**src/rtl/ups_pkg.sv**
```systemverilog
`timescale 1ns / 1ps
`default_nettype none

package ups_pkg;

  localparam int MAX_WIDTH  = 1024;
  localparam int MAX_SCALE  = 4;
  localparam int PIXEL_BITS = 16;
  localparam int LIMIT_DIM  = 1024;

  localparam int COL_W      = $clog2(MAX_WIDTH);
  localparam int DIM_W      = $clog2(LIMIT_DIM);
  localparam int COORD_W    = 12;
  localparam int SCALE_W    = 3;
  localparam int OFS_W      = 2;
  localparam int CFG_IDX_W  = 3;
  localparam int CFG_DATA_W = 11;

  // result queue between the arithmetic pipe and the output port
  localparam int FIFO_DEPTH = 8;
  localparam int FIFO_AW    = $clog2(FIFO_DEPTH);
  localparam int FIFO_CW    = FIFO_AW + 2;

  // register indexes
  localparam logic [CFG_IDX_W-1:0] REG_MODE     = 3'd0;
  localparam logic [CFG_IDX_W-1:0] REG_SCALE    = 3'd1;
  localparam logic [CFG_IDX_W-1:0] REG_WIDTH    = 3'd2;
  localparam logic [CFG_IDX_W-1:0] REG_HEIGHT   = 3'd3;
  localparam logic [CFG_IDX_W-1:0] REG_CHANNELS = 3'd4;

  // output blocks an item can complete, in emission order
  localparam logic [1:0] BLK_UL   = 2'd0;  // block at (r-1, c-1)
  localparam logic [1:0] BLK_UP   = 2'd1;  // block at (r-1, c)
  localparam logic [1:0] BLK_LEFT = 2'd2;  // block at (r, c-1)
  localparam logic [1:0] BLK_HERE = 2'd3;  // block at (r, c)

  // floor(t/9) = (t * RECIP9) >> RECIP_SHIFT, exact for t < 2**21
  localparam logic [20:0] RECIP9      = 21'd1864136;
  localparam int          RECIP_SHIFT = 24;

  typedef logic [PIXEL_BITS-1:0] pixel_t;

  typedef struct packed {
    logic             load;
    logic             issue;
    logic [1:0]       blk;
    logic [OFS_W-1:0] a;
    logic [OFS_W-1:0] b;
    logic             last;
    logic             commit;
  } cmd_t;

  typedef struct packed {
    logic             room;
    logic             bilinear;
    logic             first_row;
    logic             first_col;
    logic             last_row;
    logic             last_col;
    logic [OFS_W-1:0] s_last;
  } status_t;

  typedef struct packed {
    logic [DIM_W-1:0]   plane;
    logic [COORD_W-1:0] row;
    logic [COORD_W-1:0] col;
    logic               last;
  } tag_t;

  typedef struct packed {
    tag_t   tag;
    pixel_t pixel;
  } out_item_t;

  function automatic logic [1:0] first_blk(input logic [3:0] mask);
    logic [1:0] blk;
    priority if (mask[BLK_UL])   blk = BLK_UL;
    else if     (mask[BLK_UP])   blk = BLK_UP;
    else if     (mask[BLK_LEFT]) blk = BLK_LEFT;
    else                         blk = BLK_HERE;
    return blk;
  endfunction

  // last valid index of a dimension register: 0 acts as 1, above hi acts as hi
  function automatic logic [CFG_DATA_W-1:0] clamp_last(input logic [CFG_DATA_W-1:0] v,
                                                       input logic [CFG_DATA_W-1:0] hi);
    logic [CFG_DATA_W-1:0] r;
    priority if (v == '0) r = '0;
    else if     (v > hi)  r = hi - 1'b1;
    else                  r = v - 1'b1;
    return r;
  endfunction

endpackage

`default_nettype wire

```
**src/rtl/ups_ctrl.sv**
```systemverilog
`timescale 1ns / 1ps
`default_nettype none

module ups_ctrl import ups_pkg::*; (
  input  wire logic    clk,
  input  wire logic    rst,
  input  wire logic    in_valid,
  output logic         in_stall,
  input  wire status_t status,
  output cmd_t         cmd
);

  localparam logic [1:0] S_IDLE = 2'd0;
  localparam logic [1:0] S_LOAD = 2'd1;
  localparam logic [1:0] S_EMIT = 2'd2;
  localparam logic [1:0] S_FIN  = 2'd3;

  logic [1:0]       state, state_next;
  logic [3:0]       mask, mask_next;
  logic [1:0]       blk, blk_next;
  logic [OFS_W-1:0] a, a_next;
  logic [OFS_W-1:0] b, b_next;
  logic [3:0]       load_mask;
  logic [3:0]       rest;
  logic             a_end, b_end;

  always_comb begin
    if (!status.bilinear) begin
      load_mask = '0;
      load_mask[BLK_HERE] = 1'b1;
    end else begin
      load_mask[BLK_UL]   = !status.first_row && !status.first_col;
      load_mask[BLK_UP]   = !status.first_row && status.last_col;
      load_mask[BLK_LEFT] = status.last_row && !status.first_col;
      load_mask[BLK_HERE] = status.last_row && status.last_col;
    end
  end

  assign rest  = mask & ~(4'b0001 << blk);
  assign a_end = (a == status.s_last);
  assign b_end = (b == status.s_last);

  always_comb begin
    state_next = state;
    mask_next  = mask;
    blk_next   = blk;
    a_next     = a;
    b_next     = b;
    cmd        = '0;
    cmd.blk    = blk;
    cmd.a      = a;
    cmd.b      = b;
    cmd.last   = a_end && b_end && (rest == '0);
    unique case (state)
      S_IDLE: begin
        if (in_valid) begin
          cmd.load   = 1'b1;
          state_next = S_LOAD;
        end
      end
      S_LOAD: begin
        mask_next  = load_mask;
        blk_next   = first_blk(load_mask);
        a_next     = '0;
        b_next     = '0;
        state_next = (load_mask == '0) ? S_FIN : S_EMIT;
      end
      S_EMIT: begin
        if (status.room) begin
          cmd.issue = 1'b1;
          if (b_end) begin
            b_next = '0;
            if (a_end) begin
              a_next    = '0;
              mask_next = rest;
              if (rest == '0) state_next = S_FIN;
              else blk_next = first_blk(rest);
            end else begin
              a_next = a + 1'b1;
            end
          end else begin
            b_next = b + 1'b1;
          end
        end
      end
      S_FIN: begin
        cmd.commit = 1'b1;
        state_next = S_IDLE;
      end
      default: state_next = S_IDLE;
    endcase
  end

  always_ff @(posedge clk) begin
    if (rst) begin
      state <= S_IDLE;
      mask  <= '0;
      blk   <= BLK_UL;
      a     <= '0;
      b     <= '0;
    end else begin
      state <= state_next;
      mask  <= mask_next;
      blk   <= blk_next;
      a     <= a_next;
      b     <= b_next;
    end
  end

  assign in_stall = (state != S_IDLE);

  a_emit_mask: assert property (@(posedge clk) disable iff (rst)
    state == S_EMIT |-> mask != 4'b0000)
    else $error("emitting with no block pending");

  a_last_fin: assert property (@(posedge clk) disable iff (rst)
    cmd.issue && cmd.last |=> state == S_FIN)
    else $error("last result issued but item not finished");

endmodule

`default_nettype wire

```
**config.mk**
```make
export PLATFORM = sky130hd
export DESIGN_NAME = ups_ctrl
export DESIGN_NICKNAME = d
export VERILOG_FILES = /design/src/rtl/ups_pkg.sv /design/src/rtl/ups_ctrl.sv
export SDC_FILE = /design/constraint.sdc
export NUM_CORES = 1
export LEC_CHECK = 0
export ABC_AREA = 1
export ABC_CLOCK_PERIOD_IN_PS = 2800
export BUFFER_PORTS_ARGS = -buffer_cell sky130_fd_sc_hd__buf_2
export CAP_MARGIN = 20
export CORE_ASPECT_RATIO = 1.2
export CORE_MARGIN = 2
export CORE_UTILIZATION = 50
export DETAILED_ROUTE_END_ITERATION = 7
export PLACE_DENSITY = 0.75
export SYNTH_ARGS = -nofsm -noshare
export SYNTH_HDL_FRONTEND = slang
export SYNTH_SLANG_ARGS = --single-unit
```
**constraint.sdc**
```tcl
create_clock -name clk -period 2.8 [get_ports clk]
set_input_delay 0.14 -clock clk [delete_from_list [all_inputs] [get_ports clk]]
set_output_delay 0.14 -clock clk [all_outputs]
set_load 0.05 [all_outputs]
```
==> results.sh, run 1 <==
export IMPL_powerDensity_mw_per_mm2=1150
export IMPL_wl_per_cell_um=10.1
export IMPL_setup_viol=0
export IMPL_hold_violations=0
export IMPL_end_kind="primary output"
export IMPL_grtUsageMet1_pct=23.8
export IMPL_status="completed"
export IMPL_syn_area_per_cell_sq_um=5.72
export IMPL_cts_sinks=12
export IMPL_root_buffer="clkbuf_4"
export IMPL_crit_type="reg -> out"
export IMPL_tns_ns=0
export IMPL_clk_latency_ns=0.28
export IMPL_rsz0062_at_grt="no"
export IMPL_grt_pass1_vias=935
export IMPL_combPwrFrac_pct=63.8
export IMPL_cpMostUsedCell="inv_1"
export IMPL_met2_usage_pct=39.0
export IMPL_yosys_area_top_type="dfxtp_1"
export IMPL_synth_distinct_cells=23
export IMPL_crit_arrival_ns=1.80
export IMPL_grt_max_degree=18
export IMPL_synthToLayoutAreaGrowth_pct=15.6
export IMPL_drtIter0Drc=19
export IMPL_vias=1051
export IMPL_ys_seq_elements=12
export IMPL_dp_hpwl_um=1690
export IMPL_fmaxAchievable_mhz=516
export IMPL_peakVddDrop_uv=614
export IMPL_track_usage_pct=21.3
export IMPL_hold_path_class="in -> reg"
export IMPL_die_area_sq_mm=0.00228
export IMPL_switching_share_pct=55.9
export IMPL_path_cells="inv_1 -> ha_1 -> nand2_1 -> inv_1 -> buf_2"
export IMPL_use_met3_pct=3.13
export IMPL_cp_required_ns=2.66
export IMPL_critPathLaunchType="flip-flop"
export IMPL_rr_worst_depth=9
export IMPL_cts_resized=0
export IMPL_netlist_area_leader_share_pct=25.2
export IMPL_internal_power_uw=558
export IMPL_syn_nets=183
export IMPL_busiest_layer="met2"
export IMPL_post_place_ws_ns=0.993
export IMPL_min_period_ns=1.94
export IMPL_power_uw=1270
export IMPL_rrSetupSlack_ns=0.96
export IMPL_io_buffers=21
export IMPL_crit_path_top_delay_cell="ha_1"
export IMPL_start_util_pct=52.2
export IMPL_clock_path_buffers=2
export IMPL_setup_slack_ns=0.864
export IMPL_drv_cap=0
export IMPL_switching_power_uw=709
export IMPL_nets=207
export IMPL_antenna_cells=0
export IMPL_ant_nets=0
export IMPL_path_clk_slew_ns=0.08
export IMPL_netlist_instances=167
export IMPL_synth_area_leaders="dfxtp_1 (25%), nand2_1 (22%), nor2_1 (10%)"
export IMPL_slew_viol_final=0
export IMPL_ioPinCount=22
export IMPL_r2r_end="a[0]"
export IMPL_p_clk_share_pct=11.5
export IMPL_core_area_sq_mm=0.00183
export IMPL_grt_first_pass_wirelength_um=3700
export IMPL_critPathLaunch="state[0]"
export IMPL_drc=0
export IMPL_max_stage_delay_ns=0.53
export IMPL_endpoint="cmd[8]"
export IMPL_die_h_um=51.9
export IMPL_routed_wl_um=2120
export IMPL_reg2reg_from="state[0]"
export IMPL_numCtsBuffers=3
export IMPL_post_route_period_util_pct=69.2
export IMPL_grt_overflow_total=0
export IMPL_antenna_found_initial=0
export IMPL_path_max_fanout=17
export IMPL_placed_cell_area_sq_mm=0.00107
export IMPL_ys_warn_count=0
export IMPL_slew_headroom_pct=64.3
export IMPL_synthesis_area_sq_um=955
export IMPL_fp_dieW_um=43.9
export IMPL_gp_congestion=0.823
export IMPL_seqPwrFrac_pct=24.7
export IMPL_vias_per_cell=5.03
export IMPL_clock_skew_ns=0.00164
export IMPL_ys_seq_area_share_pct=25.2
export IMPL_p_leak_uw=0.000612
export IMPL_cts_max_level=1
export IMPL_postCtsHoldBufs=0
export IMPL_dr_pass1_iters=4
export IMPL_fillers=188
export IMPL_drive_gt1_share_pct=21.1
export IMPL_tightest_slew_ns=0.535
export IMPL_post_cts_setup_buffers=0
export IMPL_postLayoutCellArea_sq_mm=0.00110
export IMPL_rows=17
export IMPL_cts_tree="done"
## cell usage in the layout, fill, tap and decap left out
cell	count
nor2_2	5
o21ai_1	1
inv_1	22
nand3b_1	1
nor2_1	26
o21ai_0	9
nor3_1	1
nand2_2	4
a21oi_1	5
inv_2	4
dfxtp_1	12
nand2_1	56
ha_1	5
buf_2	21
nor2_4	1
nand4_1	1
clkbuf_4	3
clkbuf_8	1
a211oi_1	1
nor4_1	1
clkinv_1	1
nand3_2	1
nand3_1	7
or2_0	1
## registers in the layout, summed over array words and instances (netlist names)
name / cells
a: 2
b: 2
blk: 2
mask: 4
state: 2
## per-layer routing
metal  share of wire [%]  wire (um)
met1                  43        919
met2                  51       1080
met3                 3.9         82
met4                 1.4         29
met5                   0          0
## power by group through the flow
stage / Sequential [uW] / Combinational (uW) / Clock (uW)
after global placement: 312 / 799 / 0
final: 312 / 809 / 146
after global routing: 327 / 915 / 153
after detailed placement: 319 / 807 / 0
after floorplan: 405 / 576 / 0
after CTS: 315 / 812 / 149
## layout make-up
class / count / area [sq um] / share of cell area [%]
clock buffers: 4 / 36.3 / 3.29
inverters: 27 / 101 / 9.18
multi-input cells: 126 / 597 / 54.1
flip-flops and latches: 12 / 240 / 21.8
well taps: 19 / 23.8 / 2.15
repair buffers: 21 / 105 / 9.52
## Yosys cell counts, drive strengths merged
cell	number
nand2	60
nor3	1
a21oi	5
nand3	8
or2	1
nor2	32
nand3b	1
clkinv	1
a211oi	1
dfxtp	12
ha	5
inv	26
buf	2
nor4	1
o21ai	10
nand4	1
## through the flow
stage	util (%)	instances	hold WS (ns)
2_1_floorplan	-	167	0.209
3_3_place_gp	58.3	205	0.343
3_5_place_dp	58.3	205	0.339
4_1_cts	60.3	209	0.0374
5_1_grt	60.3	209	0.0452
6_report	60.3	209	0.0364
## worst min path at each step
stage	to	slack, ns	cells after the start	start
finish	a[1]	0.04	2	rst
global route	a[1]	0.05	2	rst
global placement	a[1]	0.34	2	rst
detailed placement	a[1]	0.34	2	rst
CTS	a[1]	0.04	2	rst
floorplan	a[1]	0.21	1	rst
## cells by family (layout without fill, tap and decap cells)
group	Yosys count	after routing	share of synthesized area [%]
AO/OA/AOI/OAI	16	16	8.65
flip-flops	12	12	25.2
adder cells (fa/ha/maj)	5	5	6.55
buffers and inverters	29	52	12.3
AND/OR/NAND/NOR	105	105	47.3
## worst max-delay path, delay by kind of cell, from the launching register on
kind                       cells  cell delay, ns
and+or+nand+nor                1            0.16
adders and majority gates      1            0.53
buffers and inverters          3            0.48
DFF                            1            0.34
Power figures use the tool's default switching activity.
==> run 2, diff against run 1 <==
ABC_CLOCK_PERIOD_IN_PS = 1570   (was 2800)
CORE_UTILIZATION = 47   (was 50)
PLACE_DENSITY = 0.74   (was 0.75)
clock period = 1.57 ns   (was 2.8 ns; I/O delays follow)
==> run 2 against run 1 <==
  * Die area rose by 5.8%
  * Sequential cell count stayed put
  * Clock-buffer cell count down 1
  * Critical endpoint is now in_stall
  * Highest routed layer unchanged
==> results.sh, run 2 (synthesis gave the netlist of run 1 again) <==
export IMPL_ioPinCount=22
export IMPL_clk_latency_ns=0.26
export IMPL_slew_headroom_pct=79.9
export IMPL_seqPwrFrac_pct=24.6
export IMPL_grt_pass1_vias=889
export IMPL_grt_first_pass_wirelength_um=3460
export IMPL_route_met2_wl_um=991
export IMPL_slew_viol_final=0
export IMPL_track_usage_pct=19.0
export IMPL_r2r_end="b[1]"
export IMPL_powerDensity_mw_per_mm2=1970
export IMPL_rrSetupSlack_ns=0.17
export IMPL_gp_congestion=0.883
export IMPL_antenna_found_initial=0
export IMPL_core_area_sq_mm=0.00187
export IMPL_switching_power_uw=1260
export IMPL_holdPathStages=5
export IMPL_placed_cell_area_sq_mm=0.00110
export IMPL_grt_overflow_total=0
export IMPL_highest_layer="met4"
export IMPL_wl_met3_um=57
export IMPL_fmaxAchievable_mhz=704
export IMPL_cts_sinks=12
export IMPL_crit_type="reg -> out"
export IMPL_die_h_um=53.4
export IMPL_peakVddDrop_uv=1140
export IMPL_setup_viol=0
export IMPL_drc=0
export IMPL_root_buffer="clkbuf_4"
export IMPL_setup_slack_ns=0.149
export IMPL_status="completed"
export IMPL_nets=211
export IMPL_min_period_ns=1.42
export IMPL_start_util_pct=51.0
export IMPL_drive_gt1_share_pct=24.4
export IMPL_cts_max_level=1
export IMPL_critPathLaunchType="flip-flop"
export IMPL_vias=993
export IMPL_reg2reg_from="state[0]"
export IMPL_layout_common_cells="nand2_1 (56), nor2_1 (26), inv_1 (22)"
export IMPL_drv_cap=0
export IMPL_dr_pass1_iters=5
export IMPL_regMostFlops="mask"
export IMPL_wl_met1_um=939
export IMPL_path_max_fanout=5
export IMPL_drtIter0Drc=16
export IMPL_critPathLaunch="state[0]"
export IMPL_die_area_sq_mm=0.00241
export IMPL_internal_power_uw=998
export IMPL_tns_ns=0
export IMPL_numCtsBuffers=3
export IMPL_routed_wl_um=2000
export IMPL_endpoint="in_stall"
export IMPL_p_clk_share_pct=8.3
export IMPL_clock_path_buffers=2
export IMPL_hold_path_class="in -> reg"
export IMPL_fp_dieW_um=45.1
export IMPL_cts_tree="done"
export IMPL_antenna_cells=0
export IMPL_dp_hpwl_um=1690
export IMPL_tightest_slew_ns=0.300
export IMPL_rsz0062_at_grt="no"
export IMPL_rows=17
export IMPL_post_route_period_util_pct=90.5
export IMPL_post_place_ws_ns=0.0718
export IMPL_switching_share_pct=55.8
export IMPL_clock_skew_ns=0.000626
export IMPL_crit_arrival_ns=1.34
export IMPL_postLayoutCellArea_sq_mm=0.00115
export IMPL_largest_reg_flops=4
export IMPL_rr_worst_depth=9
export IMPL_layout_commonest_cell="nand2_1"
export IMPL_grt_max_degree=11
export IMPL_hold_violations=0
export IMPL_path_clk_slew_ns=0.07
export IMPL_vias_per_cell=4.68
export IMPL_cp_required_ns=1.49
export IMPL_synthToLayoutAreaGrowth_pct=20.1
export IMPL_combPwrFrac_pct=67.2
export IMPL_wl_per_cell_um=9.43
export IMPL_p_leak_uw=0.000630
export IMPL_io_buffers=21
export IMPL_end_kind="primary output"
export IMPL_ant_nets=0
run 2: cell types whose count changed in the layout (fill, tap and decap cells not counted):
cell and delta:
clkbuf_8 -1, nor3_4 +1, dfxtp_1 -3, nor3_1 -1, ha_1 -1, dfxtp_2 +3, ha_2 +1, buf_6 +1
buf_2 -1, buf_4 +3, dlygate4sd3_1 +1
run 2: cell type report:
| cell class | instances | area [sq um] |
|---|---|---|
| fill | 193 | 726 |
| multi-input combinational | 126 | 611 |
| clock buffer | 3 | 22.5 |
| tap | 19 | 23.8 |
| inverter | 27 | 101 |
| sequential | 12 | 244 |
| timing repair buffer | 25 | 144 |
run 2: metrics by stage:
step                total power [uW]  hold slack [ns]  util, %  instances
CTS                             2270            0.271     60.6        212
finish                          2260            0.279     61.2        212
detailed placement              2070            0.282     58.9        208
floorplan                       1780            0.148        -        167
global route                    2480            0.293     61.2        212
global placement                2050            0.276     58.9        208
run 2: worst min path at each step:
stage	start	to	slack [ns]
finish	status[7]	b[0]	0.28
global route	status[7]	b[0]	0.29
CTS	status[7]	b[0]	0.27
detailed placement	rst	a[1]	0.28
global placement	rst	a[1]	0.28
floorplan	rst	a[1]	0.15
run 2: metal layers:
| metal | track usage (%) | vias to the layer above |
|---|---|---|
| li1 | - | 559 |
| met4 | 5.88 | 0 |
| met3 | 3.07 | 2 |
| met5 | 0 | - |
| met1 | 21.8 | 418 |
| met2 | 34.8 | 14 |
run 2: repair_timing:
action	CTS	global route
gates resized for setup	0	6
setup endpoints to repair	0	11
setup buffers	0	0
hold endpoints to repair	1	0
hold buffers	1	0
run 2: power groups by stage:
stage / logic (uW) / clock network [uW] / registers, uW
after detailed placement: 1510 / 0 / 562
after CTS: 1520 / 194 / 554
after floorplan: 1050 / 0 / 726
after global routing: 1690 / 213 / 580
after global placement: 1490 / 0 / 556
final: 1520 / 187 / 555
run 2: worst max-delay path: stages (launching register included):
cell and delay (ns):
dfxtp_2 0.34, inv_1 0.05, buf_4 0.15, ha_1 0.21
inv_1 0.07, buf_2 0.26
